$ cat src/rtl/msi_pkg.sv
`timescale 1ns / 1ps
`default_nettype none
// ---------------------------------------------------------------------------
// msi_pkg
// shared constants and types of the significant-inversion merge sorter
// ---------------------------------------------------------------------------
package msi_pkg;

	localparam int MAX_ELEMENTS = 32;
	localparam int DATA_W       = 32;
	localparam int ADDR_W       = $clog2(MAX_ELEMENTS);
	localparam int CNT_W        = $clog2(MAX_ELEMENTS + 1);
	localparam int SUM_W        = CNT_W + 2;
	localparam int LEN_W        = 6;
	localparam int COUNT_W      = 9;
	localparam int PADDR_W      = 3;
	localparam int APB_W        = 32;

	localparam logic             REG_LENGTH   = 1'b0;
	localparam logic [LEN_W-1:0] LENGTH_RESET = LEN_W'(32);

	typedef logic signed [DATA_W-1:0] word_t;

	typedef struct packed {
		logic              we;
		logic [ADDR_W-1:0] waddr;
		word_t             wdata;
		logic [ADDR_W-1:0] raddr_a;
		logic [ADDR_W-1:0] raddr_b;
	} ram_ctl_t;

	typedef struct packed {
		logic  dbl;
		word_t lhs;
		word_t rhs;
	} cmp_req_t;

endpackage
`default_nettype wire

$ cat src/rtl/merge_sort_significant_inversions_core.sv
`timescale 1ns / 1ps
`default_nettype none
// ---------------------------------------------------------------------------
// merge_sort_significant_inversions_core
// loads a run of signed words, merge-sorts them and counts pairs i<j with
// a[i] > 2*a[j], then streams the sorted run out
// ---------------------------------------------------------------------------
// usage:
//  - apb register 0 (byte address 0) holds the run length, reset value 32;
//    0 acts as 1, values above 32 act as 32. write it only while idle
//  - a word is taken on a clock edge with start high and busy low; words
//    before the last of a run leave busy low
//  - the last word starts the sort: ceil(log2 n) passes, all through one
//    shared comparator and a pair of element memories, each with one
//    write port and two read ports
//  - then n results follow, each for one cycle with strobe high; every
//    result carries pair_count and the final one has last high; busy
//    drops in the cycle after the final result
//  - results cannot be held off, the receiver must take them as they come
//  - reset clears the sequencer, the load position and the count; the
//    memories hold no reset state and are written before they are read
// ---------------------------------------------------------------------------
module merge_sort_significant_inversions_core (
	input  wire                            clk,
	input  wire                            arst_n,
	input  wire                            psel,
	input  wire                            penable,
	input  wire                            pwrite,
	input  wire  [msi_pkg::PADDR_W-1:0]    paddr,
	input  wire  [msi_pkg::APB_W-1:0]      pwdata,
	output logic [msi_pkg::APB_W-1:0]      prdata,
	output logic                           pready,
	input  wire                            start,
	output logic                           busy,
	input  wire  signed [msi_pkg::DATA_W-1:0] value,
	output logic                           strobe,
	output logic signed [msi_pkg::DATA_W-1:0] sorted_value,
	output logic [msi_pkg::COUNT_W-1:0]    pair_count,
	output logic                           last
);
	import msi_pkg::*;

	logic [LEN_W-1:0] length_q;
	ram_ctl_t         mem0_ctl;
	ram_ctl_t         mem1_ctl;
	word_t            rd0_a;
	word_t            rd0_b;
	word_t            rd1_a;
	word_t            rd1_b;
	cmp_req_t         cmp_req;
	logic             cmp_lt;
	word_t            sorted_w;

	assign pready = 1'b1;

	always_ff @(posedge clk or negedge arst_n) begin
		if (!arst_n) begin
			length_q <= LENGTH_RESET;
		end else if (psel && penable && pwrite && pready && (paddr[2] == REG_LENGTH)) begin
			length_q <= pwdata[LEN_W-1:0];
		end
	end

	assign prdata = (paddr[2] == REG_LENGTH) ? APB_W'(length_q) : '0;

	msi_seq u_seq (
		.clk          (clk),
		.arst_n       (arst_n),
		.length       (length_q),
		.start        (start),
		.value        (value),
		.busy         (busy),
		.strobe       (strobe),
		.sorted_value (sorted_w),
		.pair_count   (pair_count),
		.last         (last),
		.mem0_ctl     (mem0_ctl),
		.mem1_ctl     (mem1_ctl),
		.rd0_a        (rd0_a),
		.rd0_b        (rd0_b),
		.rd1_a        (rd1_a),
		.rd1_b        (rd1_b),
		.cmp_req      (cmp_req),
		.cmp_lt       (cmp_lt)
	);

	msi_ram u_mem0 (
		.clk     (clk),
		.ctl     (mem0_ctl),
		.rdata_a (rd0_a),
		.rdata_b (rd0_b)
	);

	msi_ram u_mem1 (
		.clk     (clk),
		.ctl     (mem1_ctl),
		.rdata_a (rd1_a),
		.rdata_b (rd1_b)
	);

	msi_cmp u_cmp (
		.req (cmp_req),
		.lt  (cmp_lt)
	);

	assign sorted_value = sorted_w;

	// results only appear while a run is in flight
	assert property (@(posedge clk) disable iff (!arst_n) strobe |-> busy)
		else $error("result word outside a run");

	// a run only ends on its final word
	assert property (@(posedge clk) disable iff (!arst_n)
		$fell(busy) |-> $past(strobe && last))
		else $error("run ended without a final word");

	// more words follow a word that is not the final one
	assert property (@(posedge clk) disable iff (!arst_n) (strobe && !last) |=> busy)
		else $error("run dropped before its final word");

	// a word just taken never shows up as a result in the next cycle
	assert property (@(posedge clk) disable iff (!arst_n) (start && !busy) |=> !strobe)
		else $error("result word directly after load");

endmodule
`default_nettype wire

$ cat src/rtl/msi_ram.sv
`timescale 1ns / 1ps
`default_nettype none
// ---------------------------------------------------------------------------
// msi_ram
// element memory, one write port and two registered read ports
// ---------------------------------------------------------------------------
module msi_ram (
	input  wire              clk,
	input  msi_pkg::ram_ctl_t ctl,
	output msi_pkg::word_t    rdata_a,
	output msi_pkg::word_t    rdata_b
);
	import msi_pkg::*;

	word_t mem [MAX_ELEMENTS];

	always_ff @(posedge clk) begin
		if (ctl.we) begin
			mem[ctl.waddr] <= ctl.wdata;
		end
		rdata_a <= mem[ctl.raddr_a];
		rdata_b <= mem[ctl.raddr_b];
	end

endmodule
`default_nettype wire

$ cat src/rtl/msi_cmp.sv
`timescale 1ns / 1ps
`default_nettype none
// ---------------------------------------------------------------------------
// msi_cmp
// shared 33-bit signed compare: plain less-than, or doubled right word
// ---------------------------------------------------------------------------
module msi_cmp (
	input  msi_pkg::cmp_req_t req,
	output logic              lt
);
	import msi_pkg::*;

	logic signed [DATA_W:0] x;
	logic signed [DATA_W:0] y;

	// doubled mode asks 2*rhs < lhs
	always_comb begin
		if (req.dbl) begin
			x = {req.rhs, 1'b0};
			y = {req.lhs[DATA_W-1], req.lhs};
		end else begin
			x = {req.lhs[DATA_W-1], req.lhs};
			y = {req.rhs[DATA_W-1], req.rhs};
		end
		lt = x < y;
	end

endmodule
`default_nettype wire

$ cat src/rtl/msi_seq.sv
`timescale 1ns / 1ps
`default_nettype none
// ---------------------------------------------------------------------------
// msi_seq
// load, bottom-up merge passes with inversion counting, and word output
// ---------------------------------------------------------------------------
module msi_seq (
	input  wire                           clk,
	input  wire                           arst_n,
	input  wire  [msi_pkg::LEN_W-1:0]     length,
	input  wire                           start,
	input  msi_pkg::word_t                value,
	output logic                          busy,
	output logic                          strobe,
	output msi_pkg::word_t                sorted_value,
	output logic [msi_pkg::COUNT_W-1:0]   pair_count,
	output logic                          last,
	output msi_pkg::ram_ctl_t             mem0_ctl,
	output msi_pkg::ram_ctl_t             mem1_ctl,
	input  msi_pkg::word_t                rd0_a,
	input  msi_pkg::word_t                rd0_b,
	input  msi_pkg::word_t                rd1_a,
	input  msi_pkg::word_t                rd1_b,
	output msi_pkg::cmp_req_t             cmp_req,
	input  wire                           cmp_lt
);
	import msi_pkg::*;

	localparam logic [1:0] ST_IDLE = 2'd0;
	localparam logic [1:0] ST_CNT  = 2'd1;
	localparam logic [1:0] ST_MRG  = 2'd2;
	localparam logic [1:0] ST_OUT  = 2'd3;

	logic [1:0]         state_q;
	logic               ph_q;
	logic               src_q;
	logic [CNT_W-1:0]   load_q;
	logic [CNT_W-1:0]   n_q;
	logic [CNT_W-1:0]   width_q;
	logic [CNT_W-1:0]   lo_q;
	logic [CNT_W-1:0]   mid_q;
	logic [CNT_W-1:0]   hi_q;
	logic [CNT_W-1:0]   i_q;
	logic [CNT_W-1:0]   j_q;
	logic [CNT_W-1:0]   k_q;
	logic [COUNT_W-1:0] total_q;

	logic [CNT_W-1:0]   eff_len;
	logic [CNT_W-1:0]   ld_idx;
	logic [CNT_W-1:0]   ld_next;
	logic               accept;
	word_t              a_w;
	word_t              b_w;
	logic               take_left;
	word_t              merge_w;
	logic [SUM_W-1:0]   seg_end;
	logic [SUM_W-1:0]   w2;
	logic [CNT_W-1:0]   nx_mid;
	logic [CNT_W-1:0]   nx_hi;
	logic [CNT_W-1:0]   p_mid;
	logic [CNT_W-1:0]   p_hi;
	logic [CNT_W-1:0]   i_mid;
	logic [CNT_W-1:0]   i_hi;
	logic [COUNT_W:0]   sum_w;

	function automatic logic [CNT_W-1:0] clip(input logic [SUM_W-1:0] x,
			input logic [CNT_W-1:0] n);
		return (x > SUM_W'(n)) ? n : CNT_W'(x);
	endfunction

	always_comb begin
		if (length == '0) begin
			eff_len = CNT_W'(1);
		end else if (int'(length) > MAX_ELEMENTS) begin
			eff_len = CNT_W'(MAX_ELEMENTS);
		end else begin
			eff_len = CNT_W'(length);
		end
		ld_idx  = (int'(load_q) >= MAX_ELEMENTS) ? '0 : load_q;
		ld_next = ld_idx + CNT_W'(1);
	end

	assign accept    = start && (state_q == ST_IDLE);
	assign a_w       = src_q ? rd1_a : rd0_a;
	assign b_w       = src_q ? rd1_b : rd0_b;
	assign take_left = (j_q >= hi_q) || ((i_q < mid_q) && cmp_lt);
	assign merge_w   = take_left ? a_w : b_w;

	assign seg_end = SUM_W'(lo_q) + SUM_W'(width_q) + SUM_W'(width_q);
	assign w2      = SUM_W'(width_q) + SUM_W'(width_q);
	assign nx_mid  = clip(seg_end + SUM_W'(width_q), n_q);
	assign nx_hi   = clip(seg_end + w2, n_q);
	assign p_mid   = clip(w2, n_q);
	assign p_hi    = clip(w2 + w2, n_q);
	assign i_mid   = clip(SUM_W'(1), ld_next);
	assign i_hi    = clip(SUM_W'(2), ld_next);
	assign sum_w   = (COUNT_W+1)'(total_q) + (COUNT_W+1)'(j_q - mid_q);

	assign cmp_req.dbl = (state_q == ST_CNT);
	assign cmp_req.lhs = a_w;
	assign cmp_req.rhs = b_w;

	always_comb begin
		mem0_ctl.raddr_a = i_q[ADDR_W-1:0];
		mem0_ctl.raddr_b = j_q[ADDR_W-1:0];
		mem1_ctl.raddr_a = i_q[ADDR_W-1:0];
		mem1_ctl.raddr_b = j_q[ADDR_W-1:0];
		mem1_ctl.we      = (state_q == ST_MRG) && ph_q && !src_q;
		mem1_ctl.waddr   = k_q[ADDR_W-1:0];
		mem1_ctl.wdata   = merge_w;
		if (accept) begin
			mem0_ctl.we    = 1'b1;
			mem0_ctl.waddr = ld_idx[ADDR_W-1:0];
			mem0_ctl.wdata = value;
		end else begin
			mem0_ctl.we    = (state_q == ST_MRG) && ph_q && src_q;
			mem0_ctl.waddr = k_q[ADDR_W-1:0];
			mem0_ctl.wdata = merge_w;
		end
	end

	always_ff @(posedge clk or negedge arst_n) begin
		if (!arst_n) begin
			state_q <= ST_IDLE;
			ph_q    <= 1'b0;
			src_q   <= 1'b0;
			load_q  <= '0;
			total_q <= '0;
			n_q     <= '0;
			width_q <= '0;
			lo_q    <= '0;
			mid_q   <= '0;
			hi_q    <= '0;
			i_q     <= '0;
			j_q     <= '0;
			k_q     <= '0;
		end else begin
			unique case (state_q)
				ST_IDLE: begin
					ph_q <= 1'b0;
					if (accept) begin
						if (ld_next >= eff_len) begin
							load_q  <= '0;
							n_q     <= ld_next;
							total_q <= '0;
							src_q   <= 1'b0;
							width_q <= CNT_W'(1);
							lo_q    <= '0;
							i_q     <= '0;
							k_q     <= '0;
							mid_q   <= i_mid;
							j_q     <= i_mid;
							hi_q    <= i_hi;
							state_q <= (ld_next == CNT_W'(1)) ? ST_OUT : ST_CNT;
						end else begin
							load_q <= ld_next;
						end
					end
				end
				ST_CNT: begin
					if (!ph_q) begin
						if (i_q == mid_q) begin
							i_q     <= lo_q;
							j_q     <= mid_q;
							k_q     <= lo_q;
							state_q <= ST_MRG;
						end else begin
							ph_q <= 1'b1;
						end
					end else begin
						ph_q <= 1'b0;
						if ((j_q < hi_q) && cmp_lt) begin
							j_q <= j_q + CNT_W'(1);
						end else begin
							total_q <= sum_w[COUNT_W] ? '1 : sum_w[COUNT_W-1:0];
							i_q     <= i_q + CNT_W'(1);
						end
					end
				end
				ST_MRG: begin
					if (!ph_q) begin
						if (k_q == hi_q) begin
							if (seg_end < SUM_W'(n_q)) begin
								// next pair of runs in this pass
								lo_q    <= CNT_W'(seg_end);
								i_q     <= CNT_W'(seg_end);
								mid_q   <= nx_mid;
								j_q     <= nx_mid;
								hi_q    <= nx_hi;
								state_q <= ST_CNT;
							end else if (w2 < SUM_W'(n_q)) begin
								// next pass, runs twice as long
								src_q   <= !src_q;
								width_q <= CNT_W'(w2);
								lo_q    <= '0;
								i_q     <= '0;
								mid_q   <= p_mid;
								j_q     <= p_mid;
								hi_q    <= p_hi;
								state_q <= ST_CNT;
							end else begin
								src_q   <= !src_q;
								i_q     <= '0;
								state_q <= ST_OUT;
							end
						end else begin
							ph_q <= 1'b1;
						end
					end else begin
						ph_q <= 1'b0;
						k_q  <= k_q + CNT_W'(1);
						if (take_left) begin
							i_q <= i_q + CNT_W'(1);
						end else begin
							j_q <= j_q + CNT_W'(1);
						end
					end
				end
				ST_OUT: begin
					if (!ph_q) begin
						ph_q <= 1'b1;
					end else begin
						ph_q <= 1'b0;
						if (i_q == n_q - CNT_W'(1)) begin
							state_q <= ST_IDLE;
						end else begin
							i_q <= i_q + CNT_W'(1);
						end
					end
				end
				default: begin
					state_q <= ST_IDLE;
					ph_q    <= 1'b0;
				end
			endcase
		end
	end

	assign busy         = (state_q != ST_IDLE);
	assign strobe       = (state_q == ST_OUT) && ph_q;
	assign sorted_value = a_w;
	assign pair_count   = total_q;
	assign last         = strobe && (i_q == n_q - CNT_W'(1));

endmodule
`default_nettype wire
$ cat config.mk
export PLATFORM = sky130hd
export DESIGN_NAME = merge_sort_significant_inversions_core
export DESIGN_NICKNAME = d
export VERILOG_FILES = /design/src/rtl/msi_pkg.sv /design/src/rtl/merge_sort_significant_inversions_core.sv /design/src/rtl/msi_ram.sv /design/src/rtl/msi_cmp.sv /design/src/rtl/msi_seq.sv
export SDC_FILE = /design/constraint.sdc
export NUM_CORES = 2
export LEC_CHECK = 0
export BUFFER_PORTS_ARGS = -buffer_cell sky130_fd_sc_hd__buf_2
export CAP_MARGIN = 20
export CORE_UTILIZATION = 57
export CTS_BUF_LIST = sky130_fd_sc_hd__clkbuf_16
export CTS_CLUSTER_SIZE = 40
export DETAILED_ROUTE_END_ITERATION = 10
export GPL_TIMING_DRIVEN = 0
export PLACE_DENSITY = 0.76
export SLEW_MARGIN = 15
export SYNTH_ARGS = -nofsm -noshare
export SYNTH_HDL_FRONTEND = slang
export SYNTH_SLANG_ARGS = --single-unit
$ cat constraint.sdc
create_clock -name clk -period 5.41 [get_ports clk]
set_clock_uncertainty 0.05 [all_clocks]
set_input_delay 1.082 -clock clk [delete_from_list [all_inputs] [get_ports clk]]
set_output_delay 1.082 -clock clk [all_outputs]
set_load 0.02 [all_outputs]
# [Word-level counts from Yosys, hierarchy flattened]
# Memory sizes are Yosys's and may differ from the RTL's. A register that Yosys moved wholly into a read port is not among the register bits.
# Cells that the tools add are included.
[classes] n_reduce_logical=29 n_bitwise=1 n_addsub=13 n_lt_le_gt_ge=15 n_eq_ne=29 mux=98
[ops] operator="$mux 6" count=51
[ops] operator="$mux 32" count=3
[ops] operator="$mux 33" count=2
[ops] operator="$pmux 6 s2" count=4
[ops] operator="$mux 9" count=5
[ops] operator="$mux 38" count=1
[ops] operator="$pmux 6 s3" count=2
[ops] operator="$lt 33x33->1" count=1
[ops] operator="$gt 8x6->1" count=4
[ops] operator="$add 6x1->6 const B" count=4
[ops] operator="$pmux 6 s4" count=1
[ops] operator="$reduce_and 8->1" count=3
[ops] operator="$mux 2" count=11
[ops] operator="$eq 6x6->1" count=3
[ops] operator="$pmux 9 s2" count=1
[ops] operator="$reduce_and 6->1" count=3
[ops] operator="$add 8x6->8" count=2
[ops] operator="$add 8x8->8" count=2
[ops] operator="$lt 8x6->1" count=2
[ops] operator="$ne 2x2->1 const B" count=8
[ops] operator="$ne 3x3->1 const B" count=5
[ops] operator="$add 6x6->7" count=2
[ops] operator="$mux 1" count=14
[ops] operator="$ge 6x6->1" count=2
[ops] operator="other kinds (30)" count=49
[totals] memories=2 reg_bits=73 elab_cells=201 input_bits=73 output_inout_bits=77 ram_bits=2048
[memory_table] memory="u_mem0.mem" depth=32 word_bits=32 read_ports=2 rd_ports_with_merged_regs=2 write_ports=1 line="msi_ram.sv:15" rtl="word_t mem [MAX_ELEMENTS];"
[memory_table] memory="u_mem1.mem" depth=32 word_bits=32 read_ports=2 rd_ports_with_merged_regs=2 write_ports=1 line="msi_ram.sv:15"

# [Logic depth before layout (Yosys ltp)]
[logic_depth] word_depth=9 mapped_depth=23 mapped_depth_nobuf=22

# [Modules after synthesis]
# A second synthesis with hierarchy kept.
[unflattened] cells_unflattened=8172 hier_area_um2=110692.4
[modules_own_cells] module="msi_ram at u_mem1" area_per_inst_um2=50071.8 seq_area_each_um2=32030.7 n_inst=1 cells_each=3450
[modules_own_cells] module="msi_ram at u_mem0" area_per_inst_um2=50040.5 seq_area_each_um2=32030.7 n_inst=1 cells_each=3450
[modules_own_cells] module="msi_seq" area_per_inst_um2=8684.6 seq_area_each_um2=1676.6 n_inst=1 cells_each=1067
[modules_own_cells] module="msi_cmp" area_per_inst_um2=1390.1 seq_area_each_um2=0.0 n_inst=1 cells_each=157
[modules_own_cells] module="merge_sort_significant_inversions_core" area_per_inst_um2=505.5 seq_area_each_um2=151.4 n_inst=1 cells_each=48

# [Least setup slack after synthesis]
# No wires, ideal clock.
[synth_timing] path_type="register -> register" from="register u_seq.src_q" to="memory u_mem0.mem[0][0] (netlist bit) (data pin)" n_path_buf=5 stages_incl_launch_ff=18 arrival_ns=5.346 setup_time_ns=0.278 required_ns=5.082 slack_ns=-0.264 cell_sequence="dfrtp_1 clkbuf_1 clkbuf_1 buf_1 mux2i_1 a21oi_1 ha_1 and4_1 nor2b_1 nand4_1 a2111oi_0 o21ai_1 a211oi_2 buf_2 buf_2 mux2i_1 nand2_1 nand2_1"
[synth_rtl] item="start, declared" line="msi_seq.sv:36" rtl="logic src_q;"
[synth_rtl] item="start signal, assigned" line="msi_seq.sv:193" rtl="src_q <= !src_q;"
[synth_rtl] item="start signal, assigned" line="msi_seq.sv:202" rtl="src_q <= !src_q;"
[synth_rtl] item="end, declared" line="msi_ram.sv:15"

==> impl_metrics.py <==
metrics = {
    "outcome": {
        "outcome": "finished, violations left",
        "violations": "setup timing",
    },
    "synth": {
        "synth_edf_count": 2048,
        "synth_top_area_share_pct": 58.06,
        "synthSimpleGateAreaFrac_pct": 1.983,
        "synth_common_cells": "edfxtp_1 (2048), mux4_2 (1280), clkbuf_1 (267), mux2_2 (203), nor2_1 (178)",
        "yosysMostFrequentCell": "edfxtp_1",
        "synth_area_leaders": "edfxtp_1 (58%), mux4_2 (27%), dfxtp_1 (2.4%), mux2_2 (2.2%), dfrtp_1 (1.7%)",
        "synth-compound-area-share_pct": 2.240,
        "yosysSeqAreaShare_pct": 62.20,
        "synth_cell_type_count": 83,
        "synthAdderAreaFrac_pct": 1.684,
        "yosysWarnings": 0,
        "synth-xor-area-share_pct": 0.4134,
        "synth_top_area_cell": "edfxtp_1",
        "ys_ff_latch": 2249,
        "async_reset_ff_share_pct": 3.246,
        "netlist_instances": 5270,
        "netlist_area_um2": 105900,
        "syn_area_per_cell_um2": 20.10,
        "synth_top_family_by_area": "multiplexers",
        "synth.area.mux_share_pct": 29.72,
        "ys.flop_type": "edfxtp_1",
    },
    "timing": {
        "hold_viol_final": 0,
        "relSlewSlack_pct": 6.022,
        "fmax_mhz": 179.6,
        "period_needed_ps": 5567,
        "period_share_pct": 102.9,
        "finalSetupViolCount": 815,
        "tightest_slew_ps": 1410,
        "rsz0062_at_grt": "true",
        "layout_setup_ws_ps": -156.8,
        "finalMaxSlewViolations": 0,
    },
    "grt": {
        "grt_pass1_vias": 65247,
        "grt_max_degree": 42,
        "grt_usage_pct": 41.83,
        "antenna_found_initial": 31,
        "grt_pass1_wl_um": 525700,
        "globalRouteOverflowTotal": 0,
    },
    "worst_setup_path": {
        "worstPathArrival_ps": 6170,
        "cp-end-kind": "register",
        "startpoint": "u_seq.src_q",
        "worst-path-buf-inv": 3,
        "slowest_delay_ps": 560,
        "cp_top_family": "compound AO/OA/AOI/OAI gates",
        "critPathRequiredTime_ps": 6020,
        "crit_path_start_kind": "register",
        "worstReg2RegStart": "u_seq.src_q",
        "path_cells": "clkbuf_8 -> buf_4 -> mux2i_4 -> a21oi_1 -> ha_4 -> nand3_1 -> nor2b_1 -> nand4_1 -> a2111oi_4 -> o21ai_2 -> a211oi_4 -> clkbuf_2 -> nor2_1 -> a21oi_4 -> mux2_4",
        "slowest_stage": "dfrtp_1",
        "crit_fanout": 32,
        "criticalPathCategory": "register to register",
    },
    "clock_network": {
        "cts_buffers": 226,
        "ctsLongestPathBuffers": 3,
        "htree_levels": 4,
        "clock_latency_ps": 900,
        "cts_root_buf": "clkbuf_16",
        "clock-sinks": 2249,
        "cts.clk_slew.worst_paths_ps": 60,
        "cts_tree": "built",
    },
    "finish": {
        "final_area_um2": 123100,
        "final.fill_count": 11407,
        "fin_nets": 6092,
        "area_growth_pct": 16.21,
        "fin_util_pct": 66.95,
        "drive_above_1_share_pct": 41.54,
    },
    "run": {
        "maxCapViolCount": 0,
    },
    "pwr": {
        "p_leak_uw": 0.02968,
        "finalPower_uw": 34190,
        "power.density_nw_per_um2": 277.7,
        "peakVddDrop_mv": 0.3139,
    },
    "drt": {
        "firstDrtPassIters": 8,
        "first_iter_violations": 12502,
        "drc": 0,
        "detail-route-antenna-nets": 0,
        "vias": 67360,
        "wl_per_cell_um": 45.20,
        "viasPerCell": 7.847,
        "finalWirelength_um": 388000,
    },
    "floorplanning": {
        "die_x_um": 433.1,
        "core_um2": 183900,
        "io_pins": 150,
        "start_util_pct": 57.61,
        "die_h_um": 433.1,
        "rows": 157,
        "fp.dieArea_um2": 187600,
    },
    "min_path": {
        "hold_path_class": "primary input to asynchronous set/reset pin",
    },
    "placement": {
        "place_area_um2": 114300,
        "port_buffers": 94,
        "gp_congestion": 0.9927,
        "dp_hpwl_um": 267900,
    },
}
## power by group
part	leakage, uW	internal, uW	switching [uW]
Combinational	0.0126	54.3	101
Sequential	0.0133	18700	8.91
Clock	0.00374	8380	6970
Total	0.0297	27100	7080
## final cells by class
type                       instances  area, um2  area share [%]
antenna                           42      105.1         0.08538
buffer                           389       1867           1.517
clock buffer                     230       5756           4.676
clock inverter                   196       1399           1.136
inverter                          70      266.5          0.2165
multi-input combinational       2602      39820           32.35
sequential                      2249      65900           53.53
tap                             2464       3083           2.505
timing repair buffer             342       4906           3.986
## final timing paths
kind                                  endpoint  slack [ps]  cells after the start
min in group clk                   length_q[4]         400                      2
max in group asynchronous          length_q[5]        4540                      2
min reg2reg                u_seq.pair_count[0]         480                      2
max reg2reg                 u_mem0.mem[20][14]        -160                     15
max                         u_mem0.mem[20][14]        -160                     15
min                               u_seq.k_q[0]         120                      1
## per-stage QoR
| stage | setup TNS, ps | setup slack [ps] | hold slack, ps | cells |
|---|---|---|---|---|
| floorplan | -2391 | -14.82 | 421.0 | 5295 |
| global placement | -9015030 | -3951 | 455.0 | 7853 |
| detailed placement | -4555690 | -3212 | 462.2 | 8039 |
| CTS | -3.548 | -3.548 | 95.83 | 8505 |
| global route | -1801 | -42.64 | 147.0 | 8551 |
| finish | -59920 | -156.8 | 119.3 | 8584 |
## kinds of logic after synthesis
kind of cell             Yosys count
other                              2
buffers and inverters            460
flip-flops                      2249
AND/OR/NAND/NOR                  471
XOR/XNOR                          50
multiplexers                    1520
adder cells (fa/ha/maj)          139
AO/OA/AOI/OAI                    379
## flip-flops by register name, summed over array words and instances, names as in the netlist, 9 cells and up
| signal | count |
|---|---|
| u_mem1.mem | 1024 |
| u_mem1.rdata_a | 32 |
| u_mem1.rdata_b | 32 |
| u_mem0.mem | 1024 |
| u_mem0.rdata_b | 32 |
| u_mem0.rdata_a | 32 |
| u_seq.pair_count | 9 |
## per-layer routing
metal | global-route usage, % | routed length [um] | up-vias | part of all wire [%]
li1 | - | - | 23947 | -
met1 | 50.71 | 119000 | 34327 | 31
met2 | 59.98 | 167700 | 7300 | 43
met3 | 17.47 | 63640 | 1752 | 16
met4 | 31.30 | 36800 | 34 | 9.5
met5 | 1.145 | 872 | - | 0.22
## layout by cell type, fill, tap and decap left out, types with 67 or more instances in the layout
cell type,instances
buf_12,88
inv_1,120
dfxtp_1,128
clkbuf_1,173
edfxtp_1,2048
mux2_2,177
nor2_1,108
buf_2,151
a21oi_1,85
nand2_1,151
ha_1,127
clkbuf_2,84
o21ai_0,97
clkbuf_16,230
mux4_2,1280
dfrtp_1,67
## repair_timing
| item | 4_1_cts | 5_1_grt |
|---|---|---|
| buffers inserted | 25 | 12 |
| gates cloned | 16 | 1 |
| hold buffers | 0 | 0 |
| pin swaps | 5 | 14 |
| resized for setup | 141 | 43 |
| setup endpoints to repair | 2095 | 1347 |
No activity file was read; power rests on OpenSTA's default activity.
